<file path="src/design/assert_macros.svh">
// Assertion helpers used by the palette indexer unit.
`ifndef ASSERT_MACROS_SVH
`define ASSERT_MACROS_SVH

// Check a condition at every clock edge outside reset.
`define CPDI_ASSERT_AT(lbl, cond, msg) \
    lbl: assert property (@(posedge aclk) disable iff (!aresetn) (cond)) else $error(msg);

// Check that a trigger is followed by a consequence in the next cycle.
`define CPDI_ASSERT_NEXT(lbl, trig, cons, msg) \
    lbl: assert property (@(posedge aclk) disable iff (!aresetn) (trig) |=> (cons)) \
        else $error(msg);

`endif

</file>
<file path="src/design/cpdi_pkg.sv">
`timescale 1ns / 1ps
`default_nettype none
package cpdi_pkg;

    localparam int PALETTE_DEPTH_DEF = 256;
    localparam int COLOR_W           = 32;
    localparam int INDEX_OUT_W       = 8;

    typedef logic [COLOR_W-1:0] cpdi_color_t;

    typedef enum logic {
        OP_ADD   = 1'b0,
        OP_CLEAR = 1'b1
    } cpdi_op_e;

    typedef enum logic {
        ST_IDLE,
        ST_SCAN
    } cpdi_state_e;

    // Control flags that ride along with a search token.
    typedef struct packed {
        logic active;
        logic done;
        logic is_new;
    } cpdi_flags_t;

endpackage
`default_nettype wire

</file>
<file path="src/design/cpdi_cell.sv">
`timescale 1ns / 1ps
`default_nettype none
module cpdi_cell #(
    parameter int IDX_W = 8,
    parameter int CNT_W = 9
) (
    input  wire logic                  aclk,
    input  wire logic                  aresetn,
    input  wire logic [CNT_W-1:0]      count,
    input  wire cpdi_pkg::cpdi_flags_t in_flags,
    input  wire cpdi_pkg::cpdi_color_t in_color,
    input  wire logic [IDX_W-1:0]      in_idx,
    input  wire logic [IDX_W-1:0]      in_res_idx,
    output cpdi_pkg::cpdi_flags_t      out_flags,
    output cpdi_pkg::cpdi_color_t      out_color,
    output logic [IDX_W-1:0]           out_idx,
    output logic [IDX_W-1:0]           out_res_idx
);
    import cpdi_pkg::*;

    cpdi_color_t      entry_reg;
    cpdi_flags_t      flags_reg, flags_next;
    cpdi_color_t      color_reg;
    logic [IDX_W-1:0] idx_reg, idx_next;
    logic [IDX_W-1:0] res_reg, res_next;
    logic [CNT_W-1:0] idx_ext;
    logic             live;
    logic             match;
    logic             append;

    assign idx_ext = CNT_W'(in_idx);
    assign live    = in_flags.active && !in_flags.done;
    // This cell holds a valid entry when its index is below the count.
    assign match   = live && (idx_ext < count) && (entry_reg == in_color);
    // The first free slot takes the color when nothing matched before it.
    assign append  = live && (idx_ext == count);

    always_comb begin
        flags_next        = in_flags;
        flags_next.done   = in_flags.done | match | append;
        flags_next.is_new = in_flags.is_new | append;
        res_next          = (match || append) ? in_idx : in_res_idx;
        idx_next          = in_idx + IDX_W'(1);
    end

    always_ff @(posedge aclk) begin
        if (!aresetn) begin
            flags_reg <= '0;
        end else begin
            flags_reg <= flags_next;
        end
    end

    always_ff @(posedge aclk) begin
        color_reg <= in_color;
        idx_reg   <= idx_next;
        res_reg   <= res_next;
        if (append) begin
            entry_reg <= in_color;
        end
    end

    assign out_flags   = flags_reg;
    assign out_color   = color_reg;
    assign out_idx     = idx_reg;
    assign out_res_idx = res_reg;

endmodule
`default_nettype wire

</file>
<file path="config.mk">
export PLATFORM = sky130hd
export DESIGN_NAME = cpdi_cell
export DESIGN_NICKNAME = d
export VERILOG_FILES = /design/src/design/assert_macros.svh /design/src/design/cpdi_pkg.sv /design/src/design/cpdi_cell.sv
export SDC_FILE = /design/constraint.sdc
export NUM_CORES = 1
export LEC_CHECK = 0
export BUFFER_PORTS_ARGS = -buffer_cell sky130_fd_sc_hd__buf_2
export CORE_AREA = 2 2 78 80
export CTS_BUF_LIST = sky130_fd_sc_hd__clkbuf_8
export CTS_CLUSTER_SIZE = 25
export DETAILED_ROUTE_END_ITERATION = 10
export DIE_AREA = 0 0 80 82
export PLACE_DENSITY = 0.85
export SKIP_CTS_REPAIR_TIMING = 1
export SYNTH_ARGS = -nofsm -noshare
export SYNTH_HDL_FRONTEND = slang
export SYNTH_SLANG_ARGS = --single-unit
</file>
<file path="constraint.sdc">
create_clock -name aclk -period 6.4 [get_ports aclk]
set_input_delay 1.6 -clock aclk [delete_from_list [all_inputs] [get_ports aclk]]
set_output_delay 1.6 -clock aclk [all_outputs]
set_load 0.02 [all_outputs]
</file>
### Word level (Yosys, flattened, before mapping)

Cells that the tools add are included.

| cells by class | value |
|---|---|
| add/subtract/negate cells | 1 |
| multiply operators | 0 |
| div/mod/pow operators | 0 |
| magnitude comparators | 1 |
| equality and inequality tests | 2 |
| shifts and indexed selects | 0 |
| muxes and demuxes | 1 |
| bitwise logic cells | 3 |
| reduce and logical (&&, ||, !) cells | 6 |

Operators with widths:

| operator | count |
|---|---|
| equality test 32 bit | 1 |
| equality test 8 x 9 -> 1 bit | 1 |
| < comparator 8 x 9 -> 1 bit | 1 |
| adder 8 x 1 -> 8 bit (second input constant) | 1 |
| two-way mux 8 bit | 1 |
| logical AND 1 bit | 4 |
| bitwise OR 1 bit | 3 |
| zero test 1 bit | 1 |
| logical OR 1 bit | 1 |

| storage, ports and cells | value |
|---|---|
| register bits after elaboration | 83 |
| latch bits | 0 |
| RAM bits | 0 |
| bits in read-only memories | 0 |
| input port bits | 62 |
| word-level logic and storage cells | 21 |
| memories kept | 0 |

### Depth between registers and ports, before layout

| logic depth | value |
|---|---|
| word-level depth | 6 |
| mapped depth | 9 |
| gate-level depth less buffers | 8 |

### Worst setup path after synthesis

Ideal clock, no wire load.

| timing path | value |
|---|---|
| path kind | in2reg |
| start | in count[6] |
| end | reg entry_reg[0] (enable) |
| library setup time | 0.377 ns |
| arrival | 3.141 ns |
| required time | 6.023 ns |
| path slack | 2.882 ns |
| cell stages on the path | 7 |
| buffers on the path | 2 |
| cell sequence | inv_1 -> ha_1 -> nand4b_1 -> or3_1 -> clkbuf_1 -> inv_1 -> buf_2 |

| between the ends | value |
|---|---|
| word-level cells in the longest chain between the ends | 2 |

Ends and longest elaborated chain:

| element | RTL line | source |
|---|---|---|
| from (decl) | cpdi_cell.sv:9 | `input wire logic [CNT_W-1:0] count,` |
| equality test 8 x 9 -> 1 bit | cpdi_cell.sv:36 | `assign append = live && (idx_ext == count);` |
| logical AND 1 bit | cpdi_cell.sv:36 |  |
| net append | cpdi_cell.sv:29 | `logic append;` |
| to (signal assigned) | cpdi_cell.sv:59 | `entry_reg <= in_color;` |
| to (decl) | cpdi_cell.sv:21 | `cpdi_color_t entry_reg;` |

The timed path passes the listed nets, and every way through them passes these cells.
A chain may end at the register's enable or synchronous reset.

### Worst setup path in the final report

| timing path | value |
|---|---|
| start | in in_idx[6] |
| end | reg entry_reg[25] (enable) |

| between the ends | value |
|---|---|
| word-level cells in the longest chain between the ends | 2 |

Ends and longest elaborated chain:

| element | RTL line | source |
|---|---|---|
| from (decl) | cpdi_cell.sv:12 | `input wire logic [IDX_W-1:0] in_idx,` |
| equality test 8 x 9 -> 1 bit | cpdi_cell.sv:36 |  |
| logical AND 1 bit | cpdi_cell.sv:36 |  |

No other way between the ends.

==> impl_metrics.toml <==
[die]
rows = 28
core_area_sq_um = 5750
fp.dieArea_sq_um = 6560
die_width_um = 80
initial_core_util = 0.520
die_height_um = 82
design.portCount = 113

[detailed_routing]
wire_per_inst_um = 14.8
drt_drc_violations_left = 0
antenna_viol_nets_final = 0
postRouteWirelength_mm = 6.24
violation_count_after_the_first_detailed_routing_iteration = 83
vias_per_cell = 5.00
firstDrtPassIters = 4
route.vias.total = 2108

[synthesis]
yosys_warnings = 0
synth.net_count = 293
synth-seq-area-share = 0.663
synth-seq-cells = 83
netlist_instances = 222
netlist_area_sq_um = 2990
synthDistinctLibCells = 33
post_synth.cell_area_avg_sq_um = 13.5

[layout]
layout.core_utilization = 0.669
post_layout_nonfiller_instances = 422
antenna_cells = 0
layout-area-overhead-vs-synth_pct = 28.7
layout_nets = 413
layout.filler_cells = 447
drive_above_1_share = 0.378

[placed_design]
hpwlAfterDp_mm = 4.62
place.detailed.instances = 406
placement.io_buffers = 112
finalWeightedCongestion = 0.771

[grt]
globalRoute.totalOverflow = 0
global_route.usage.total = 0.199
grt_start_max_net_pins = 28
grt_antenna_before_repair = 0
first_global_vias = 2079
grt_pass1_wl_mm = 9.69

[sta]
portion_of_the_clock_cycle_consumed_by_the_worst_path_in_the_final_layout = 0.575
finalHoldViolCount = 0
slew_viol_final = 0
achievable_freq_mhz = 272
setup_viol = 0
relSlewSlack = 0.643
finalCriticalPeriod_ns = 3.68
worst-slew-pin-transition_ns = 0.532
finClkSkew_ns = 0.0101
totalNegativeSetupSlack_ns = 0
unrepaired_setup_endpoints_after_global_routing = "false"

[worst_setup_path]
timing_worst_setup_path_type = "input pin to register"
end_kind = "register"
worst_setup_path_start_kind = "input pin"
critPathMaxFanout = 27
worst_ep_arrival_time_ns = 3.70
cp.required_ns = 6.42

[cts]
cts_tree = "yes"
path_clk_slew_ns = 0.09
cts_buffer_depth = 2
clock_tree.root_cell = "clkbuf_8"
cts.sink_count = 83
worstSkewPairLatency_ns = 0.35
cts_max_level = 3
num_cts_buffers = 9

[power]
power.density_nw_per_um2 = 282
power.static_leakage_nw = 1.63
peakVddDrop_uv = 159

[job]
max_cap_viol_count = 0

[min_path]
worst_hold_path_type = "register to register"

[run_status]
run_status = "finished, final reports clean"
## layout make-up
cell class / count / area [sq um] / area share
sequential: 83 / 1980 / 0.515
clock inverter: 7 / 92.6 / 0.0241
clock buffer: 9 / 124 / 0.0322
tap: 75 / 93.8 / 0.0244
inverter: 12 / 45.0 / 0.0117
timing repair buffer: 113 / 568 / 0.148
multi-input combinational: 123 / 941 / 0.245
## placed cells by master (no fill, tap or decap), types with 2 or more instances in the layout
cell type  Yosys  routed
o21ai_1        2       2
xnor2_1       35      35
bufinv_16      0       2
nor4_4         3       3
and4_1         3       3
a21boi_0       6       6
ha_1           9       9
edfxtp_1      32      32
o211ai_1       7       7
xor2_1         2       2
buf_2          1     112
nand2_1       18      18
clkbuf_8       0       9
dfxtp_1       51      51
and2_1         2       2
inv_1         11      12
a21oi_1        5       5
nand3_1        3       3
nand4_1       16      16
## cell usage after synthesis
master,number,share of area
a21boi_0,6,0.015
a21oi_1,5,0.0084
a22o_1,1,0.0029
a41oi_1,1,0.0029
and2_1,2,0.0042
and3_1,1,0.0021
and4_1,3,0.0088
buf_1,1,0.0013
buf_2,1,0.0017
buf_4,1,0.0025
clkbuf_1,1,0.0013
dfxtp_1,51,0.34
edfxtp_1,32,0.32
ha_1,9,0.038
inv_1,11,0.014
inv_2,1,0.0013
nand2_1,18,0.023
nand3_1,3,0.0050
nand3b_1,1,0.0025
nand4_1,16,0.034
nand4b_1,1,0.0029
nor2b_1,1,0.0021
nor3_1,1,0.0017
nor3b_1,1,0.0025
nor4_4,3,0.021
o211ai_1,7,0.018
o21a_1,1,0.0025
o21ai_0,1,0.0017
o21ai_1,2,0.0034
o31a_1,1,0.0029
or3_1,1,0.0021
xnor2_1,35,0.10
xor2_1,2,0.0059
## metal layers
layer	routed length, um	vias to the layer above	part of all wire	global-route usage
met1	2570	984	0.41	0.230
met4	114	0	0.018	0.0831
met3	407	13	0.065	0.0582
met5	0	-	0	0
met2	3150	81	0.50	0.346
li1	-	1030	-	-
## metrics by stage
step | power (mW) | setup slack [ns] | hold slack (ns) | cell area, sq um
5_1_grt | 1.12 | 2.60 | 0.883 | 3850
3_5_place_dp | 0.690 | 2.41 | 0.805 | 3630
2_1_floorplan | 0.637 | 2.88 | 0.739 | 2990
4_1_cts | 1.09 | 2.74 | 0.813 | 3850
6_report | 1.08 | 2.72 | 0.797 | 3850
3_3_place_gp | 0.687 | 2.50 | 0.788 | 3630
## logic make-up after synthesis
kind of cell | after synthesis | share of synthesized area
compound gates | 25 | 0.0574
simple gates | 52 | 0.111
fa+ha+maj | 9 | 0.0377
buf+inv | 16 | 0.0218
flops | 83 | 0.663
xor+xnor | 37 | 0.108
## power by group
group / leakage (nW) / switching, mW / total (mW) / internal [mW]
Combinational: 0.805 / 0.0645 / 0.108 / 0.0437
Clock: 0.109 / 0.186 / 0.405 / 0.219
Sequential: 0.718 / 0.00418 / 0.570 / 0.566
Total: 1.63 / 0.255 / 1.08 / 0.828
## worst max-delay path, cell delays in order
cell and delay (ns):
buf_2 0.14, ha_1 0.32, nand4b_1 0.17, or3_1 0.56, inv_1 0.47, buf_4 0.43
## final timing paths
| kind | cells after the start | to | slack, ns | startpoint |
|---|---|---|---|---|
| setup / recovery | 6 | entry_reg[25] | 2.72 | in_idx[6] |
| hold / removal | 5 | out_res_idx[6] | 0.80 | entry_reg[19] |
| setup reg to reg | 5 | out_res_idx[1] | 4.37 | entry_reg[1] |
| hold reg to reg | 5 | out_res_idx[6] | 0.80 | entry_reg[19] |
Power figures use the tool's default switching activity.
